<file path="src/rtl/i2c_bus_recovery_sequencer_unit_defines.svh">
// Assertion macros for the I2C bus recovery sequencer.
// No dependencies; included by the top level only.
`ifndef I2C_BUS_RECOVERY_SEQUENCER_UNIT_DEFINES_SVH
`define I2C_BUS_RECOVERY_SEQUENCER_UNIT_DEFINES_SVH

// Concurrent check that is switched off while reset is asserted.
`define I2CBR_ASSERT(name, clk, rst_n, prop) \
  name: assert property (@(posedge clk) disable iff (!(rst_n)) (prop)) \
    else $error("i2cbr check failed");

// Concurrent check that also holds during reset.
`define I2CBR_ASSERT_ALWAYS(name, clk, prop) \
  name: assert property (@(posedge clk) (prop)) \
    else $error("i2cbr check failed");

`endif

</file>
<file path="src/rtl/i2cbr_pkg.sv">
// Shared types and constants for the I2C bus recovery sequencer.
// No dependencies; used by i2cbr_cfg, i2cbr_seq and the top level.
package i2cbr_pkg;

  // Default width of the wait counter.
  localparam int unsigned TimerBitsDefault = 22;

  // Register widths.
  localparam int unsigned SettleW   = 22;
  localparam int unsigned HalfW     = 10;
  localparam int unsigned PollW     = 18;
  localparam int unsigned CountW    = 6;
  localparam int unsigned CfgIndexW = 3;
  localparam int unsigned CfgDataW  = 22;

  // Register reset values.
  localparam logic [SettleW-1:0] SettleRst = 22'd2500000;
  localparam logic [HalfW-1:0]   HalfRst   = 10'd10;
  localparam logic [PollW-1:0]   PollRst   = 18'd100000;
  localparam logic [CountW-1:0]  PLimitRst = 6'd20;
  localparam logic [CountW-1:0]  CLimitRst = 6'd20;

  // Register indexes on the configuration port.
  typedef enum logic [CfgIndexW-1:0] {
    CFG_SETTLE  = 3'd0,
    CFG_HALF    = 3'd1,
    CFG_POLL    = 3'd2,
    CFG_PLIMIT  = 3'd3,
    CFG_CLIMIT  = 3'd4
  } cfg_idx_e;

  // Outcome codes of a recovery run.
  typedef enum logic [1:0] {
    OUT_CLEARED = 2'd0,
    OUT_SCL_LOW = 2'd1,
    OUT_STRETCH = 2'd2,
    OUT_SDA_LOW = 2'd3
  } outcome_e;

  // Sequencer phases.
  typedef enum logic [2:0] {
    PH_IDLE   = 3'd0,
    PH_SETTLE = 3'd1,
    PH_LOW    = 3'd2,
    PH_HIGH   = 3'd3,
    PH_POLL   = 3'd4,
    PH_START  = 3'd5,
    PH_STOP   = 3'd6
  } phase_e;

  // Current register settings handed to the sequencer.
  typedef struct packed {
    logic [SettleW-1:0] settle_ticks;
    logic [HalfW-1:0]   half_period_ticks;
    logic [PollW-1:0]   poll_ticks;
    logic [CountW-1:0]  poll_limit;
    logic [CountW-1:0]  clock_limit;
  } cfg_t;

  // One request as it leaves the input register.
  typedef struct packed {
    logic kind;
    logic scl_level;
    logic sda_level;
  } item_t;

endpackage

</file>
<file path="src/rtl/i2c_bus_recovery_sequencer_unit.sv">
// Top level of the I2C bus recovery sequencer: input register, handshake, result valid.
// Depends on i2cbr_pkg, i2cbr_cfg, i2cbr_seq and the assertion macro header.
//
//  Channel   Direction  Handshake              Payload
//  in        sink       in_valid_i/in_stall_o  kind_i, scl_level_i, sda_level_i
//  out       source     out_valid_o/out_stall_i scl_pull_low_o, sda_pull_low_o,
//                                              busy_res_o, finished_o, outcome_o
//  cfg       sink       cfg_valid_i/cfg_ready_o cfg_index_i, cfg_data_i
//
// A request is taken into the input register, and the sequencer then updates
// its state, which is the result, once the result register is free or is taken.
// One request per cycle is sustained while the result is not stalled.
// Reset returns the sequencer to idle and the registers to their defaults.
// A stalled result holds; the input register keeps taking a request while
// the result register is free or is being taken.
`include "i2c_bus_recovery_sequencer_unit_defines.svh"

module i2c_bus_recovery_sequencer_unit #(
  parameter int unsigned TIMER_BITS = i2cbr_pkg::TimerBitsDefault
) (
  input  logic                            clk_i,
  input  logic                            rst_ni,
  input  logic                            in_valid_i,
  output logic                            in_stall_o,
  input  logic                            kind_i,
  input  logic                            scl_level_i,
  input  logic                            sda_level_i,
  output logic                            out_valid_o,
  input  logic                            out_stall_i,
  output logic                            scl_pull_low_o,
  output logic                            sda_pull_low_o,
  output logic                            busy_res_o,
  output logic                            finished_o,
  output logic [1:0]                      outcome_o,
  input  logic                            cfg_valid_i,
  output logic                            cfg_ready_o,
  input  logic [i2cbr_pkg::CfgIndexW-1:0] cfg_index_i,
  input  logic [i2cbr_pkg::CfgDataW-1:0]  cfg_data_i
);
  import i2cbr_pkg::*;

  item_t item_q;
  logic  in_valid_q, in_valid_d;
  logic  out_valid_q, out_valid_d;
  logic  out_free, step, in_take;
  cfg_t  cfg;

  // Pipeline control.
  assign out_free   = !out_valid_q || !out_stall_i;
  assign step       = in_valid_q && out_free;
  assign in_stall_o = in_valid_q && !out_free;
  assign in_take    = in_valid_i && !in_stall_o;

  always_comb begin
    in_valid_d = in_valid_q;
    if (in_take)   in_valid_d = 1'b1;
    else if (step) in_valid_d = 1'b0;

    out_valid_d = out_valid_q;
    if (step)              out_valid_d = 1'b1;
    else if (!out_stall_i) out_valid_d = 1'b0;
  end

  always_ff @(posedge clk_i or negedge rst_ni) begin
    if (!rst_ni) begin
      in_valid_q  <= 1'b0;
      out_valid_q <= 1'b0;
    end else begin
      in_valid_q  <= in_valid_d;
      out_valid_q <= out_valid_d;
    end
  end

  // Input payload register.
  always_ff @(posedge clk_i) begin
    if (in_take) begin
      item_q.kind      <= kind_i;
      item_q.scl_level <= scl_level_i;
      item_q.sda_level <= sda_level_i;
    end
  end

  assign out_valid_o = out_valid_q;

  i2cbr_cfg u_cfg (
    .clk_i       (clk_i),
    .rst_ni      (rst_ni),
    .cfg_valid_i (cfg_valid_i),
    .cfg_ready_o (cfg_ready_o),
    .cfg_index_i (cfg_index_i),
    .cfg_data_i  (cfg_data_i),
    .cfg_o       (cfg)
  );

  i2cbr_seq #(
    .TIMER_BITS (TIMER_BITS)
  ) u_seq (
    .clk_i          (clk_i),
    .rst_ni         (rst_ni),
    .step_i         (step),
    .item_i         (item_q),
    .cfg_i          (cfg),
    .scl_pull_low_o (scl_pull_low_o),
    .sda_pull_low_o (sda_pull_low_o),
    .busy_res_o     (busy_res_o),
    .finished_o     (finished_o),
    .outcome_o      (outcome_o)
  );

  // A run that has just ended is no longer busy.
  `I2CBR_ASSERT(a_finish_idle, clk_i, rst_ni, finished_o |-> !busy_res_o)
  // SCL and SDA are never pulled low together.
  `I2CBR_ASSERT(a_one_pull, clk_i, rst_ni, !(scl_pull_low_o && sda_pull_low_o))
  // A line is only driven during a run.
  `I2CBR_ASSERT(a_pull_busy, clk_i, rst_ni, (scl_pull_low_o || sda_pull_low_o) |-> busy_res_o)
  // A step always leaves a result to be taken.
  `I2CBR_ASSERT(a_step_out, clk_i, rst_ni, step |=> out_valid_o)
  // Register writes are never held off, not even in reset.
  `I2CBR_ASSERT_ALWAYS(a_cfg_ready, clk_i, cfg_ready_o)

endmodule

</file>
<file path="src/rtl/i2cbr_cfg.sv">
// Configuration register bank of the I2C bus recovery sequencer.
// Depends on i2cbr_pkg.
module i2cbr_cfg (
  input  logic                              clk_i,
  input  logic                              rst_ni,
  input  logic                              cfg_valid_i,
  output logic                              cfg_ready_o,
  input  logic [i2cbr_pkg::CfgIndexW-1:0]   cfg_index_i,
  input  logic [i2cbr_pkg::CfgDataW-1:0]    cfg_data_i,
  output i2cbr_pkg::cfg_t                   cfg_o
);
  import i2cbr_pkg::*;

  cfg_t cfg_q, cfg_d;
  logic wr_en;

  // Writes are always taken.
  assign cfg_ready_o = 1'b1;
  assign wr_en       = cfg_valid_i & cfg_ready_o;

  // Decode the register index; unknown indexes leave everything unchanged.
  always_comb begin
    cfg_d = cfg_q;
    if (wr_en) begin
      unique case (cfg_idx_e'(cfg_index_i))
        CFG_SETTLE: cfg_d.settle_ticks      = cfg_data_i[SettleW-1:0];
        CFG_HALF:   cfg_d.half_period_ticks = cfg_data_i[HalfW-1:0];
        CFG_POLL:   cfg_d.poll_ticks        = cfg_data_i[PollW-1:0];
        CFG_PLIMIT: cfg_d.poll_limit        = cfg_data_i[CountW-1:0];
        CFG_CLIMIT: cfg_d.clock_limit       = cfg_data_i[CountW-1:0];
        default:    cfg_d = cfg_q;
      endcase
    end
  end

  // Register bank with its documented reset values.
  always_ff @(posedge clk_i or negedge rst_ni) begin
    if (!rst_ni) begin
      cfg_q.settle_ticks      <= SettleRst;
      cfg_q.half_period_ticks <= HalfRst;
      cfg_q.poll_ticks        <= PollRst;
      cfg_q.poll_limit        <= PLimitRst;
      cfg_q.clock_limit       <= CLimitRst;
    end else begin
      cfg_q <= cfg_d;
    end
  end

  assign cfg_o = cfg_q;

endmodule

</file>
<file path="src/rtl/i2cbr_seq.sv">
// Recovery state machine: wait counter, pulse and poll budgets, outcome.
// Depends on i2cbr_pkg; its state registers double as the result register.
module i2cbr_seq #(
  parameter int unsigned TIMER_BITS = i2cbr_pkg::TimerBitsDefault
) (
  input  logic             clk_i,
  input  logic             rst_ni,
  input  logic             step_i,
  input  i2cbr_pkg::item_t item_i,
  input  i2cbr_pkg::cfg_t  cfg_i,
  output logic             scl_pull_low_o,
  output logic             sda_pull_low_o,
  output logic             busy_res_o,
  output logic             finished_o,
  output logic [1:0]       outcome_o
);
  import i2cbr_pkg::*;

  phase_e                phase_q, phase_d;
  logic [TIMER_BITS-1:0] wait_q, wait_d;
  logic [CountW-1:0]     clocks_q, clocks_d;
  logic [CountW-1:0]     polls_q, polls_d;
  outcome_e              outc_q, outc_d;
  logic                  done_q, done_d;

  logic [TIMER_BITS-1:0] half_load, settle_load, poll_load;
  logic [CountW-1:0]     clk_cur;
  logic [CountW-1:0]     polls_dec;
  logic                  decide;

  // Clamp a counter load to what the wait counter can hold.
  function automatic logic [TIMER_BITS-1:0] load_f(input logic [31:0] v);
    logic [31:0] hi;
    hi = v >> TIMER_BITS;
    if (hi != 32'd0) load_f = '1;
    else             load_f = v[TIMER_BITS-1:0];
  endfunction

  assign settle_load = load_f(32'(cfg_i.settle_ticks));
  assign half_load   = load_f(32'(cfg_i.half_period_ticks));
  assign poll_load   = load_f(32'(cfg_i.poll_ticks));

  // The pulse budget is reloaded when the settle wait ends.
  assign clk_cur   = (phase_q == PH_SETTLE) ? cfg_i.clock_limit : clocks_q;
  assign polls_dec = polls_q - CountW'(1);

  // Next state for one request.
  always_comb begin
    phase_d  = phase_q;
    wait_d   = wait_q;
    clocks_d = clocks_q;
    polls_d  = polls_q;
    outc_d   = outc_q;
    done_d   = 1'b0;
    decide   = 1'b0;

    if (item_i.kind) begin
      // A start only begins a run from idle.
      if (phase_q == PH_IDLE) begin
        phase_d = PH_SETTLE;
        wait_d  = settle_load;
      end
    end else if (phase_q != PH_IDLE) begin
      if (wait_q > TIMER_BITS'(1)) begin
        wait_d = wait_q - TIMER_BITS'(1);
      end else begin
        wait_d = '0;
        unique case (phase_q)
          PH_SETTLE: begin
            if (!item_i.scl_level) begin
              outc_d  = OUT_SCL_LOW;
              phase_d = PH_IDLE;
              done_d  = 1'b1;
            end else begin
              decide = 1'b1;
            end
          end
          PH_LOW: begin
            phase_d = PH_HIGH;
            wait_d  = half_load;
          end
          PH_HIGH: begin
            if (!item_i.scl_level) begin
              // A slave stretches the clock: start polling.
              polls_d = cfg_i.poll_limit;
              if (cfg_i.poll_limit == '0) begin
                outc_d  = OUT_STRETCH;
                phase_d = PH_IDLE;
                done_d  = 1'b1;
              end else begin
                phase_d = PH_POLL;
                wait_d  = poll_load;
              end
            end else begin
              decide = 1'b1;
            end
          end
          PH_POLL: begin
            polls_d = polls_dec;
            if (item_i.scl_level) begin
              decide = 1'b1;
            end else if (polls_dec == '0) begin
              outc_d  = OUT_STRETCH;
              phase_d = PH_IDLE;
              done_d  = 1'b1;
            end else begin
              wait_d = poll_load;
            end
          end
          PH_START: begin
            phase_d = PH_STOP;
            wait_d  = half_load;
          end
          PH_STOP: begin
            outc_d  = OUT_CLEARED;
            phase_d = PH_IDLE;
            done_d  = 1'b1;
          end
          default: begin
            phase_d = PH_IDLE;
          end
        endcase
      end
    end

    // SCL is known high here; SDA decides between another pulse,
    // giving up, or the closing START and STOP.
    if (decide) begin
      clocks_d = clk_cur;
      if (!item_i.sda_level && (clk_cur != '0)) begin
        clocks_d = clk_cur - CountW'(1);
        phase_d  = PH_LOW;
        wait_d   = half_load;
      end else if (!item_i.sda_level) begin
        outc_d  = OUT_SDA_LOW;
        phase_d = PH_IDLE;
        wait_d  = '0;
        done_d  = 1'b1;
      end else begin
        phase_d = PH_START;
        wait_d  = half_load;
      end
    end
  end

  // State registers advance once per request.
  always_ff @(posedge clk_i or negedge rst_ni) begin
    if (!rst_ni) begin
      phase_q  <= PH_IDLE;
      wait_q   <= '0;
      clocks_q <= '0;
      polls_q  <= '0;
      outc_q   <= OUT_CLEARED;
      done_q   <= 1'b0;
    end else if (step_i) begin
      phase_q  <= phase_d;
      wait_q   <= wait_d;
      clocks_q <= clocks_d;
      polls_q  <= polls_d;
      outc_q   <= outc_d;
      done_q   <= done_d;
    end
  end

  // The result shows the state after the latest request.
  assign scl_pull_low_o = (phase_q == PH_LOW);
  assign sda_pull_low_o = (phase_q == PH_START);
  assign busy_res_o     = (phase_q != PH_IDLE);
  assign finished_o     = done_q;
  assign outcome_o      = outc_q;

endmodule

</file>
<file path="config.mk">
export PLATFORM = sky130hd
export DESIGN_NAME = i2c_bus_recovery_sequencer_unit
export DESIGN_NICKNAME = d
export VERILOG_FILES = /design/src/rtl/i2cbr_pkg.sv /design/src/rtl/i2c_bus_recovery_sequencer_unit.sv /design/src/rtl/i2cbr_cfg.sv /design/src/rtl/i2cbr_seq.sv
export VERILOG_INCLUDE_DIRS = /design/src /design/src/rtl
export SDC_FILE = /design/constraint.sdc
export NUM_CORES = 1
export LEC_CHECK = 0
export BUFFER_PORTS_ARGS = -buffer_cell sky130_fd_sc_hd__buf_2
export CAP_MARGIN = 20
export CORE_ASPECT_RATIO = 0.5
export CORE_MARGIN = 5
export CORE_UTILIZATION = 45
export DETAILED_ROUTE_END_ITERATION = 10
export PLACE_DENSITY = 0.64
export SYNTH_ARGS = -nofsm -noshare
export SYNTH_HDL_FRONTEND = slang
export SYNTH_SLANG_ARGS = --single-unit
</file>
<file path="constraint.sdc">
create_clock -name clk_i -period 2.5 [get_ports clk_i]
set_clock_uncertainty 0.1 [all_clocks]
set_input_delay 0.25 -clock clk_i [delete_from_list [all_inputs] [get_ports clk_i]]
set_output_delay 0.25 -clock clk_i [all_outputs]
set_load 0.05 [all_outputs]
</file>
After elaboration in Yosys (flattened, before gate mapping)
Cells that the tools add are included.
Operators by class
  add/subtract/negate cells: 3
  $lt $le $gt $ge: 1
  eq/ne operators: 18
  muxes and demuxes: 62
  bitwise operators: 2
  reductions and logical operators: 30
Operators with widths (number)
  $mux W22: 8
  $pmux W22 S3: 1
  $mux W18: 2
  $mux W3: 12
  $gt A22 B1 Y1 const B: 1
  $mux W2: 11
  $sub A22 B1 Y22 const B: 1
  $mux W1: 20
  $mux W6: 3
  $pmux W3 S5: 1
  $eq A3 B2 Y1 const B: 4
  $eq A3 B3 Y1 const B: 4
  $logic_not A6 Y1: 2
  $ne A4 B3 Y1 const B: 3
  $pmux W6 S2: 1
  $reduce_and A2 Y1: 6
  $sub A6 B1 Y6 const B: 2
  $mux W10: 1
  $pmux W2 S4: 1
  $reduce_and A8 Y1: 1
  $eq A3 B1 Y1 const B: 2
  $logic_not A3 Y1: 2
  $reduce_and A6 Y1: 1
  $reduce_bool A3 Y1: 2
  15 further kinds: 24
Storage, ports and cells
  flip-flop bits (word level): 107
  bits of input ports: 33
  output and inout port bits: 9
  logic and storage cells: 132

Longest topological paths before layout
  depth in word-level cells: 11
  gate-level depth with buffers: 11
  mapped depth without buffers: 8

Modules after synthesis
From an unflattened synthesis, not the netlist that was laid out.
Second synthesis, totals
  cells, all modules: 579
  area total of the unflattened synthesis: 6182.2 um^2
By module, submodules not included
  i2cbr_seq: instances 1, cells an instance 431, area an instance 3544.6 um^2, sequential area each 1001.0 um^2
  i2cbr_cfg: instances 1, cells an instance 137, area an instance 2454.9 um^2, sequential area each 1576.5 um^2
  i2c_bus_recovery_sequencer_unit: instances 1, cells an instance 11, area an instance 182.7 um^2, sequential area each 140.1 um^2

Worst setup path before layout
Ideal clock, no wire load.
  path kind: flip-flop to flip-flop
  from: register u_seq.phase_q[0]
  to: register u_seq.clocks_q[4]
  setup time: 144 ps
  arrival time: 2466 ps
  data required time: 2256 ps
  setup slack: -210 ps
  stages on the path, launching flop included: 11
  path buffers: 3
  clock period less this slack: 2710 ps
  cells stage by stage: dfrtp_1 > clkbuf_1 > nor3b_1 > clkbuf_1 > mux2i_1 > ha_1 > a21oi_1 > buf_2 > a31o_2 > a31oi_1 > a21oi_1
Between the ends
  cells in the longest elaborated chain, start to end: 7
  elaborated cells on any way between the ends: 15
  classes of those cells: 1 x add/sub; 3 x eq/ne; 6 x mux; 5 x reduce/logical
Ends and longest elaborated chain
  from (decl): line i2cbr_seq.sv:19  | phase_e phase_q, phase_d;
  from (signal assigned): line i2cbr_seq.sv:156  | phase_q <= phase_d;
  parallel branches: the longest is 7 deep, another holds $sub A6 B1 Y6
  to (signal assigned): line i2cbr_seq.sv:158  | clocks_q <= clocks_d;
  to (decl): line i2cbr_seq.sv:21  | logic [CountW-1:0] clocks_q, clocks_d;
Several ways; the timed one is not identified.
A chain may end at the register's enable or synchronous reset.

Worst setup path in the final report
  from: register u_seq.phase_q[1]
  to: register u_seq.clocks_q[5]
The elaborated chain is that of the path after synthesis.

==> impl_metrics.py <==
metrics = {
    "sta": {
        "slew_headroom_pct": 43.1,
        "fin_crit_ns": 2.52,
        "grt_setup_unrepaired": "true",
        "fin_crit_sh_pct": 101,
        "finalSetupViolCount": 1,
        "slew_violations": 0,
        "clock.fmax_mhz": 396,
        "whs_ns": 0.0197,
        "setup_slack_ns": -0.0227,
        "hold_viol_final": 0,
        "worstMarginPinSlew_ns": 0.847,
    },
    "cts": {
        "cts.reportedPaths.clkPinSlew_ns": 0.08,
        "cts_root_buf": "clkbuf_16",
        "clkSinkCount": 107,
        "tritoncts.num_buffers": 9,
        "clk_latency_ns": 0.36,
        "cts_tree": "built",
        "htreeDepth": 3,
        "clock_path_buffers": 2,
    },
    "detailed_routing": {
        "wl_per_cell_um": 18.7,
        "viasPerCell": 5.95,
        "drt_iter0_markers": 344,
        "wl_um": 15600,
        "drtPass1Iterations": 5,
        "ant_nets": 0,
        "route.detailed.drc": 0,
        "num_vias": 4940,
    },
    "finish": {
        "n_fill_cell": 1107,
        "post-route-cell-area_mm2": 0.00724,
        "num_antenna_cells": 0,
        "layout_commonest_cell": "dfrtp_1",
        "drive_above_1_share_pct": 38.6,
        "final_util_pct": 56.8,
        "area_delta_synth_final_pct": 23.0,
        "mostFrequentLayoutCells": "dfrtp_1 (83), buf_4 (67), mux2_2 (64), buf_2 (39), a21oi_1 (35)",
        "fin_nets": 696,
    },
    "worst_hold_path": {
        "hp-class": "input pin to flop",
    },
    "critical_path": {
        "r2r_slack_ns": -0.02,
        "setup.worst_path.class": "flop to flop",
        "timing.rr.start": "u_seq.phase_q[1]$_DFFE_PN0P_",
        "critPathCapture": "u_seq.clocks_q[5]$_DFFE_PN0P_",
        "end_kind": "flop",
        "worstPathArrival_ns": 2.66,
        "r2r_cells": 6,
        "crit_fanout": 5,
        "r2r_end": "u_seq.clocks_q[5]$_DFFE_PN0P_",
        "timing.critical_path.from_type": "flop",
        "crit_required_ns": 2.64,
        "startpoint": "u_seq.phase_q[1]$_DFFE_PN0P_",
    },
    "placed_design": {
        "hpwl_um": 11000,
        "placed_area_mm2": 0.00666,
        "port_buffers": 40,
        "gp_congestion": 0.874,
        "dp_slack_ns": -0.104,
    },
    "floorplan": {
        "rows": 29,
        "fp.dieH_um": 90.8,
        "die_area_mm2": 0.0156,
        "core_area_mm2": 0.0127,
        "ios": 42,
        "start_util_pct": 46.2,
        "chipWidth_um": 172,
    },
    "grt": {
        "grt_start_max_net_pins": 49,
        "grt-ovfl-total": 0,
        "globalRouteTotalUtil_pct": 20.3,
        "grt_pass1_vias": 4797,
        "antenna_found_initial": 0,
        "grt_first_pass_wirelength_um": 25300,
    },
    "outcome": {
        "violations": "negative setup slack",
        "run_status": "finished with violations",
    },
    "synth": {
        "yosysWarnings": 0,
        "ys_ff_latch": 107,
        "synthCells": 557,
        "synth_cell_types": 72,
        "syn-num-nets": 598,
        "synth-seq-area-share_pct": 46.2,
        "syn_area_per_cell_um2": 10.6,
        "async_flop_share_pct": 97.2,
        "synth-edff-count": 3,
        "synth-main-ff-cell": "dfrtp_1",
        "synth_area_mm2": 0.00588,
    },
    "pwr": {
        "vdd_drop_max_mv": 0.343,
        "p_total_mw": 6.03,
        "pwr_density_cell_mw_per_mm2": 834,
        "p_leak_nw": 3.09,
    },
    "flow_run": {
        "cap_violations": 0,
    },
}
==> through the flow <==
stage,cells,TNS [ns]
3_5_place_dp,798,-0.512
2_1_floorplan,557,0
4_1_cts,821,0
6_report,830,-0.0227
5_1_grt,830,-0.938
3_3_place_gp,798,-0.0389
==> sequential cells by signal, indices dropped and copies added, names as in the netlist <==
| signal | flops |
|---|---|
| u_cfg.cfg_o | 62 |
| u_seq.wait_q | 22 |
| u_seq.clocks_q | 6 |
| u_seq.polls_q | 6 |
| item_q | 3 |
| u_seq.phase_q | 3 |
| u_seq.outcome_o | 2 |
| in_valid_q | 1 |
| out_valid_o | 1 |
| u_seq.finished_o | 1 |
==> where the power goes <==
| group | total, mW | switching, mW | internal (mW) |
|---|---|---|---|
| logic | 2.04 | 1.04 | 1.00 |
| registers | 2.53 | 0.338 | 2.19 |
| clock network | 1.46 | 0.672 | 0.788 |
| total | 6.03 | 2.05 | 3.98 |
==> worst max-delay path: stages (launching register included) <==
cell,delay (ns)
dfrtp_1,0.44
or4b_1,0.64
or3b_2,0.50
a221oi_2,0.35
nand3_1,0.14
a31oi_1,0.19
a21oi_1,0.05
==> final cells by class <==
type                    count  area [um2]  area share (%)
flip-flops and latches    107        2720            37.6
clock buffers              10         229            3.16
multi-input cells         409        3130            43.2
inverters                  10        37.5           0.519
well taps                 170         213            2.94
clock inverters             6        70.1           0.968
repair buffers            118         840            11.6
==> logic make-up after synthesis <==
kind of cell	synth area share, %
adder cells (fa/ha/maj)	1.70
AND/OR/NAND/NOR	15.5
other	0.0638
multiplexers	13.8
flip-flops	46.2
buffers and inverters	3.25
XOR/XNOR	1.34
AO/OA/AOI/OAI	18.1
==> Yosys cell counts, types with 5 or more instances <==
library cell / count / area share, %
dfrtp_1: 84 / 36
mux2_2: 67 / 13
a21oi_1: 36 / 3.1
o21ai_0: 35 / 3.0
nor2_1: 31 / 2.0
nand2_1: 30 / 1.9
clkbuf_1: 20 / 1.3
dfstp_2: 20 / 8.9
nor3_1: 18 / 1.5
a22oi_1: 14 / 1.8
inv_1: 10 / 0.64
nand2b_1: 10 / 1.1
nand3_1: 10 / 0.85
nor4_1: 10 / 1.1
a221o_1: 9 / 1.5
ha_1: 8 / 1.7
or3_1: 8 / 0.85
o31ai_1: 7 / 0.89
a21o_1: 6 / 0.77
buf_2: 6 / 0.51
mux2i_1: 6 / 1.0
xnor2_1: 6 / 0.89
a31oi_1: 5 / 0.53
and2_1: 5 / 0.53
and3_1: 5 / 0.53
==> timing repair <==
action / CTS / global route
setup buffers: 2 / 8
setup endpoints to repair: 21 / 36
endpoints found under the hold margin: 29 / 0
resized for setup: 8 / 32
cloned: 0 / 1
hold buffers: 5 / 0
pin swaps: 2 / 14
==> worst min-delay path by stage <==
| stage | startpoint | endpoint | depth (start not counted) |
|---|---|---|---|
| 2_1_floorplan | rst_ni | in_valid_q$_DFFE_PN0P_ | 0 |
| 3_3_place_gp | rst_ni | u_cfg.cfg_o[36]$_DFFE_PN0P_ | 1 |
| 3_5_place_dp | rst_ni | u_cfg.cfg_o[49]$_DFFE_PN0P_ | 1 |
| 4_1_cts | cfg_data_i[15] | u_cfg.cfg_o[55]$_DFFE_PN0P_ | 3 |
| 5_1_grt | cfg_data_i[18] | u_cfg.cfg_o[58]$_DFFE_PN1P_ | 2 |
| 6_report | cfg_data_i[15] | u_cfg.cfg_o[55]$_DFFE_PN0P_ | 3 |
==> routing by layer <==
layer | vias to the layer above | wire length (um) | global-route usage [%] | part of all wire (%)
met5 | - | 0 | 0 | 0
met4 | 0 | 213 | 4.42 | 1.4
met3 | 20 | 813 | 4.42 | 5.2
met2 | 140 | 7200 | 31.5 | 46
met1 | 2479 | 7330 | 29.1 | 47
li1 | 2301 | - | - | -
Note: power is estimated with default switching activity, not from simulation.
